### src/hw/rtl/acgr_pkg.sv
`timescale 1ns / 1ps
// Shared constants, types and Hann window math for the grain resynthesizer.
package acgr_pkg;

    localparam int RING_LEN_DEF = 256;
    localparam int NUM_LAGS_DEF = 128;

    localparam int CFG_IDX_W = 2;
    localparam logic [CFG_IDX_W-1:0] CFG_LEAK  = 2'd0;
    localparam logic [CFG_IDX_W-1:0] CFG_PHASE = 2'd1;

    localparam logic [15:0] LEAK_RESET = 16'd65484;
    localparam int SCALE_W = 22;

    localparam logic [63:0] PI_Q30 = 64'd3373259426;
    localparam logic [63:0] TAYLOR_DIV [1:7] = '{64'd6, 64'd20, 64'd42, 64'd72,
                                                 64'd110, 64'd156, 64'd210};

    typedef struct packed {
        logic        start;
        logic [31:0] denom;
    } acgr_scale_req_t;

    typedef struct packed {
        logic               done;
        logic [SCALE_W-1:0] scale;
    } acgr_scale_rsp_t;

    // sin^2 of a Q30 angle by Taylor series, rounded to Q0.16
    function automatic logic [15:0] hann_from_angle(input logic [63:0] ang);
        logic [63:0]        a2;
        logic [63:0]        term;
        logic [63:0]        sq;
        logic [63:0]        w;
        logic signed [63:0] sum;
        a2   = (ang * ang) >> 30;
        term = ang;
        sum  = signed'(ang);
        for (int n = 1; n <= 7; n++) begin
            term = ((term * a2) >> 30) / TAYLOR_DIV[n];
            if ((n % 2) == 1) begin
                sum = sum - signed'(term);
            end else begin
                sum = sum + signed'(term);
            end
        end
        if (sum < 0) begin
            sum = 64'sd0;
        end
        if (sum > 64'sd1073741824) begin
            sum = 64'sd1073741824;
        end
        sq = unsigned'(sum) * unsigned'(sum);
        w  = (sq + (64'd1 << 43)) >> 44;
        return (w > 64'd65535) ? 16'hFFFF : w[15:0];
    endfunction

endpackage

### src/hw/rtl/acgr_scale.sv
`timescale 1ns / 1ps
// Grain scale unit: floor(2^62 / s) by restoring division, then integer square root.
module acgr_scale (
    input  logic                       aclk,
    input  logic                       aresetn,
    input  acgr_pkg::acgr_scale_req_t  req,
    output acgr_pkg::acgr_scale_rsp_t  rsp
);
    localparam logic [1:0] SC_IDLE = 2'd0;
    localparam logic [1:0] SC_DIV  = 2'd1;
    localparam logic [1:0] SC_SQRT = 2'd2;

    logic [1:0]  st_reg;
    logic [5:0]  cnt_reg;
    logic        done_reg;
    logic [31:0] den_reg;
    logic [32:0] rem_reg;
    logic [43:0] quo_reg;
    logic [23:0] srem_reg;
    logic [acgr_pkg::SCALE_W-1:0] root_reg;

    logic [32:0] shifted;
    logic        qbit;
    logic [25:0] cur;
    logic [25:0] trial;
    logic        take;

    always_comb begin
        shifted = {rem_reg[31:0], (cnt_reg == 6'd62)};
        qbit    = (shifted >= {1'b0, den_reg});
        cur     = {srem_reg, quo_reg[43:42]};
        trial   = {2'b00, root_reg, 2'b01};
        take    = (cur >= trial);
    end

    always_ff @(posedge aclk) begin
        if (!aresetn) begin
            st_reg   <= SC_IDLE;
            cnt_reg  <= '0;
            done_reg <= 1'b0;
        end else begin
            done_reg <= 1'b0;
            unique case (st_reg)
                SC_IDLE: begin
                    if (req.start) begin
                        st_reg  <= SC_DIV;
                        cnt_reg <= 6'd62;
                    end
                end
                SC_DIV: begin
                    if (cnt_reg == 6'd0) begin
                        st_reg  <= SC_SQRT;
                        cnt_reg <= 6'd21;
                    end else begin
                        cnt_reg <= cnt_reg - 6'd1;
                    end
                end
                SC_SQRT: begin
                    if (cnt_reg == 6'd0) begin
                        st_reg   <= SC_IDLE;
                        done_reg <= 1'b1;
                    end else begin
                        cnt_reg <= cnt_reg - 6'd1;
                    end
                end
                default: st_reg <= SC_IDLE;
            endcase
        end
    end

    always_ff @(posedge aclk) begin
        case (st_reg)
            SC_IDLE: begin
                den_reg  <= req.denom;
                rem_reg  <= '0;
                quo_reg  <= '0;
                srem_reg <= '0;
                root_reg <= '0;
            end
            SC_DIV: begin
                rem_reg <= qbit ? (shifted - {1'b0, den_reg}) : shifted;
                quo_reg <= {quo_reg[42:0], qbit};
            end
            SC_SQRT: begin
                srem_reg <= take ? 24'(cur - trial) : cur[23:0];
                root_reg <= {root_reg[acgr_pkg::SCALE_W-2:0], take};
                quo_reg  <= {quo_reg[41:0], 2'b00};
            end
            default: ;
        endcase
    end

    assign rsp.done  = done_reg;
    assign rsp.scale = root_reg;
endmodule

### config.mk
export PLATFORM = sky130hd
export DESIGN_NAME = acgr_scale
export DESIGN_NICKNAME = d
export VERILOG_FILES = /design/src/hw/rtl/acgr_pkg.sv /design/src/hw/rtl/acgr_scale.sv
export SDC_FILE = /design/constraint.sdc
export NUM_CORES = 1
export LEC_CHECK = 0
export ABC_AREA = 0
export BUFFER_PORTS_ARGS = -buffer_cell sky130_fd_sc_hd__buf_2
export CAP_MARGIN = 20
export CORE_ASPECT_RATIO = 0.8
export CORE_MARGIN = 1.5
export CORE_UTILIZATION = 30
export DETAILED_ROUTE_END_ITERATION = 10
export PLACE_DENSITY_LB_ADDON = 0.1
export RECOVER_POWER = 50
export SLEW_MARGIN = 5
export SYNTH_ARGS = -nofsm -noshare
export SYNTH_HDL_FRONTEND = slang
export SYNTH_SLANG_ARGS = --single-unit
### constraint.sdc
create_clock -name aclk -period 3.9 [get_ports aclk]
set_clock_uncertainty 0.1 [all_clocks]
set_input_delay 0.39 -clock aclk [delete_from_list [all_inputs] [get_ports aclk]]
set_output_delay 0.39 -clock aclk [all_outputs]
set_load 0.01 [all_outputs]
---- Yosys cells after proc, flatten, opt, wreduce, memory -nomap -nowiden ----
Cells that the tools add are included.
word-level totals
  flip-flop bits (word level) ............. 163
  logic and storage cells ................. 43
cells by class
  muxes and demuxes ....................... 15
  eq/ne operators ......................... 7
  reduce and logical (&&, ||, !) cells .... 8
  add/subtract/negate cells ............... 3
  magnitude comparators ................... 2
operators with widths
  cell                                                  count
  case mux 44 bit (3 select lines)                      1
  case mux 32 bit (2 select lines)                      1
  case mux 24 bit (2 select lines)                      1
  case mux 22 bit (2 select lines)                      1
  >= comparator 33 x 32 -> 1 bit                        1
  2-to-1 mux 32 bit                                     1
  subtractor 32 bit                                     1
  >= comparator 26 x 24 -> 1 bit                        1
  2-to-1 mux 24 bit                                     1
  subtractor 24 bit                                     1
  2-to-1 mux 6 bit                                      3
  case mux 6 bit (3 select lines)                       1
  inequality test 2 bit (second input constant)         4
  equality test 6 bit (second input constant)           1
  logical NOT 6 bit                                     1
  2-to-1 mux 2 bit                                      3
  case mux 2 bit (3 select lines)                       1
  AND reduction 3 bit                                   2
  subtractor 6 x 1 -> 6 bit (second input constant)     1
  nonzero test 2 bit                                    2
  nonzero test 3 bit                                    1
  equality test 2 x 1 -> 1 bit (second input constant)  1
  equality test 2 bit (second input constant)           1
  logical NOT 2 bit                                     1
  other kinds (2)                                       2

---- Longest topological paths before layout ----
  depth in word-level cells ............... 4
  gate-level depth with buffers ........... 14
  depth with buffers taken out ............ 14

---- Worst setup path before layout ----
Ideal clock, no wire load.
  path kind ............................... register to register
  from .................................... register cnt_reg[0]
  to ...................................... register rem_reg[27], data pin
  clock period less this slack ............ 3.114 ns
  setup slack ............................. 0.786 ns
  required time ........................... 3.665 ns
  cell stages (with the launch flop) ...... 14
  path buffers ............................ 1
  arrival ................................. 2.879 ns
  path through ............................ dfxtp_1 > inv_1 > ha_1 > nand3_1 > ha_1 > nand4_1 > or4_1 > or4_1 > nand3_1 > o31ai_2 > and2_1 > clkbuf_2 > or4_1 > nand3_1
between the ends
  longest elaborated chain between the ends .. 4
ends and longest elaborated chain
  what                                                                 line                                text
  from (decl)                                                          acgr_scale.sv:14                    logic [5:0] cnt_reg;
  from (signal assigned)                                               acgr_scale.sv:55                    cnt_reg <= cnt_reg - 6'd1;
  from (signal assigned)                                               acgr_scale.sv:63                    cnt_reg <= cnt_reg - 6'd1;
  equality test 6 bit *                                                acgr_scale.sv:29                    shifted = {rem_reg[31:0], (cnt_reg == 6'd62)};
  subtractor 32 bit or >= comparator 33 x 32 -> 1 bit (tied branches)  acgr_scale.sv:81, acgr_scale.sv:30
  2-to-1 mux 32 bit *                                                  acgr_scale.sv:81                    rem_reg <= qbit ? (shifted - {1'b0, den_reg}) : shifted;
  case mux 32 bit (2 select lines) *                                   acgr_scale.sv:72                    case (st_reg)
  to (signal assigned)                                                 acgr_scale.sv:81
  to (decl)                                                            acgr_scale.sv:17                    logic [32:0] rem_reg;
Every way passes the cells marked *; elsewhere a longest branch is shown, timed or not.
A chain may end at the register's enable or synchronous reset.

---- Worst setup path after layout ----
  from .................................... register cnt_reg[0]
  to ...................................... register rem_reg[16], data pin
Same word-level chain as after synthesis.

==> flow_summary_export.csv <==
group,metric,value,unit
status,status,"finished, violations left",
status,violations,"max-capacitance violations, max-slew violations",
cts,clk_pin_slew,0.07,ns
placed_design,gp_congestion,0.786,
pwr,ir_worst_vdd,269,µV
pwr,powerDensity,633,nW/µm²
timing,whs,0.0254,ns
cts,root_buffer,"clkbuf_16",
min_path,hold_class,"primary input to register",
placed_design,dp_slack,0.425,ns
cts,clkLatencyLatePin,0.45,ns
drt,post-route-drc-count,0,
logic_synthesis,ys_ff_latch,163,
drt,vias,7264,
critical_path,end_kind,"register",
cts,cts_buffers,17,
logic_synthesis,synthArstFlopShare,0,%
logic_synthesis,ys.flop_type,"edfxtp_1",
critical_path,path_delay_family,"compound AO/OA/AOI/OAI gates",
global_route,grt_start_max_net_pins,43,
pwr,p_leak,4.56,nW
drt,drt_iter0_drc,418,
timing,fin_ws,0.472,ns
final_layout,insertedDiodeCount,0,
global_route,overflow,0,
cts,h-tree-depth,4,
critical_path,regToRegEndpoint,"rem_reg[16]",
critical_path,reg2reg_from,"cnt_reg[0]",
floorplanning,die_y,165,µm
critical_path,worstPathMaxFanout,5,
timing,layout_min_cycle_time,3.43,ns
global_route,antenna_found_initial,1,
critical_path,crit_buf_inv,3,
final_layout,finalNetCount,1125,
timing,slew_violations,75,
logic_synthesis,netlist_area,9810,µm²
drt,ant_nets,0,
timing,tns,0,ns
drt,routedWlPerCell,16.6,µm
critical_path,worst_setup_path_start_kind,"register",
floorplanning,fp.coreArea,32300,µm²
final_layout,drive_gt1_share,8.28,%
placed_design,port_buffers,57,
drt,vias_per_cell,4.95,
cts,cts_tree,"done",
min_path,min_from,"req[7]",
logic_synthesis,synth.distinct_cells,65,
min_path,holdPathEnd,"den_reg[7]",
drt,dr.pass1.iters,5,
critical_path,required,4.09,ns
drt,wirelength,24.3,mm
global_route,grt_usage,14.9,%
floorplanning,die_area,33800,µm²
timing,fin_crit_sh,87.9,%
cts,cts_setup_buffers,0,
logic_synthesis,synth_edf_count,154,
critical_path,cp_cell_sequence,"inv_1, ha_1, nand3_1, ha_1, inv_1, fa_1, a211oi_1, o21ai_0, a221oi_1, buf_4, o21ai_0, a31oi_1, xnor2_1, nand2_1, a21oi_1",
critical_path,cp.arrival,3.62,ns
cts,clock_path_buffers,2,
global_route,grt_pass1_vias,6983,
critical_path,reg2reg_slack,0.47,ns
timing,rsz0062_at_grt,"false",
floorplanning,num_rows,59,
timing,worst_pin_slew,1.81,ns
logic_synthesis,syn_area_per_cell,10.3,µm²
final_layout,largest_register_ff_count,44,
critical_path,worst_path_max_delay_cell,"fa_1",
critical_path,slowest_delay,0.42,ns
logic_synthesis,ys_seq_area_share,49.0,%
floorplanning,start_util,30.3,%
logic_synthesis,postSynthCellCount,954,
global_route,grt_pass1_wl,39.0,mm
placed_design,hpwl,16.7,mm
timing,fmax,0.292,GHz
cts,cts.sinks,163,
floorplanning,io_pins,58,
critical_path,crit_type,"register to register",
job,max_cap_viol_count,2,
min_path,min_path_cells,1,
timing,setup_viol,0,
timing,slew_headroom,-20.8,%
critical_path,rr_worst_depth,15,
logic_synthesis,syn_nets,1053,
final_layout,syn_to_final_growth,15.8,%
floorplanning,die_w,205,µm
timing,hold_viol_final,0,
logic_synthesis,ys.warnings.count,0,
[worst max path at each step]
| stage | start | end | slack [ns] | depth (start not counted) |
|---|---|---|---|---|
| after detailed placement | cnt_reg[0] | rem_reg[24] | 0.43 | 13 |
| after global routing | cnt_reg[0] | rem_reg[18] | 0.11 | 15 |
| after global placement | cnt_reg[0] | rem_reg[29] | 0.53 | 13 |
| final | cnt_reg[0] | rem_reg[16] | 0.47 | 15 |
| after CTS | cnt_reg[0] | rem_reg[28] | 0.37 | 13 |
| after floorplan | cnt_reg[0] | rem_reg[27] | 0.79 | 13 |
[final cells by class]
| cell class | count | area [µm²] |
|---|---|---|
| clock inverters | 14 | 164 |
| multi-input cells | 674 | 4550 |
| well taps | 427 | 534 |
| fillers | 3305 | 21000 |
| clock buffers | 18 | 429 |
| flip-flops and latches | 163 | 4800 |
| inverters | 73 | 274 |
| repair buffers | 97 | 612 |
[Yosys cell counts (all sizes together), types with 4 or more instances]
library cell	instances	area share (%)
and2	8	0.51
mux2i	26	2.7
o211ai	8	0.61
o21a	11	0.84
a21oi	76	3.9
a22o	42	3.7
nor2	91	3.5
xor2	16	1.4
a22oi	5	0.38
o31ai	7	0.59
nand4	10	0.70
nand3	27	1.4
edfxtp	154	47
a31oi	11	0.70
o22ai	4	0.26
or3	6	0.38
and3	8	0.51
inv	73	2.8
xnor2	25	2.2
a211oi	9	0.69
nor3	14	0.71
a21o	19	1.5
clkbuf	34	1.3
o31a	7	0.62
nor2b	12	0.77
o21ai	55	2.8
buf	10	0.60
o21bai	7	0.54
dfxtp	9	1.8
ha	63	8.0
nand2b	9	0.57
nand2	56	2.2
or2	5	0.32
[metal layers]
metal,vias to the layer above,GRT usage (%),part of all wire (%)
met1,3464,23.8,57
met4,2,4.58,1.2
li1,3689,-,-
met2,88,19.5,38
met3,21,3.10,3.1
met5,-,0,0.029
[report_power, final]
| part | total, mW | internal, mW | switching [mW] |
|---|---|---|---|
| clock | 1.78 | 0.963 | 0.814 |
| combinational | 3.04 | 1.20 | 1.84 |
| sequential | 2.37 | 2.23 | 0.144 |
| total | 7.19 | 4.40 | 2.79 |
[stage by stage]
stage | util [%] | power, mW | instances | area [µm²]
2_1_floorplan | - | 4.64 | 954 | 9810
3_3_place_gp | 32.7 | 5.48 | 1410 | 10600
3_5_place_dp | 32.7 | 5.42 | 1410 | 10600
4_1_cts | 35.3 | 7.26 | 1466 | 11400
5_1_grt | 35.1 | 7.70 | 1466 | 11400
6_report | 35.1 | 7.19 | 1466 | 11400
[worst register-to-register path: stages, from the launching register on]
cell and delay, ns:
dfxtp_1 0.35, inv_1 0.10, ha_1 0.21, nand3_1 0.09, ha_1 0.18, inv_1 0.05
fa_1 0.42, a211oi_1 0.29, o21ai_0 0.22, a221oi_1 0.28, buf_4 0.18, o21ai_0 0.17
a31oi_1 0.26, xnor2_1 0.15, nand2_1 0.08, a21oi_1 0.14
[repair_timing]
action | in CTS | in global routing
hold buffers | 24 | 0
gates resized for setup | 0 | 1
endpoints found under the setup margin | 0 | 1
endpoints found under the hold margin | 24 | 0
[cells by family after synthesis]
| kind of cell | synth area share, % |
|---|---|
| adders and majority gates | 8.24 |
| AOI/OAI and AO/OA | 18.8 |
| buffers and inverters | 4.71 |
| DFF | 49.0 |
| and+or+nand+nor | 12.9 |
| xor gates and xnor gates | 3.66 |
| muxes | 2.77 |
[cells in the final DEF, fill, tap and decap left out, types with 6 or more instances in the layout]
cell	count
dlygate4sd3_1	24
nor3_1	14
o211ai_1	8
o31a_1	7
buf_4	12
o31ai_1	6
nand2_1	55
a21o_1	19
o21ai_0	55
o21bai_1	7
and3_1	8
mux2i_1	26
xnor2_1	25
and2_1	6
nand3_1	27
clkbuf_1	32
nor2b_1	12
a31oi_1	11
inv_1	73
buf_2	29
or3_1	6
clkbuf_16	17
ha_1	63
nor2_1	91
nand4_1	9
edfxtp_1	154
nand2b_1	9
dfxtp_1	9
o21a_1	11
a22o_1	42
xor2_1	16
a21oi_1	76
a211oi_1	9
No activity file was read; power rests on OpenSTA's default activity.
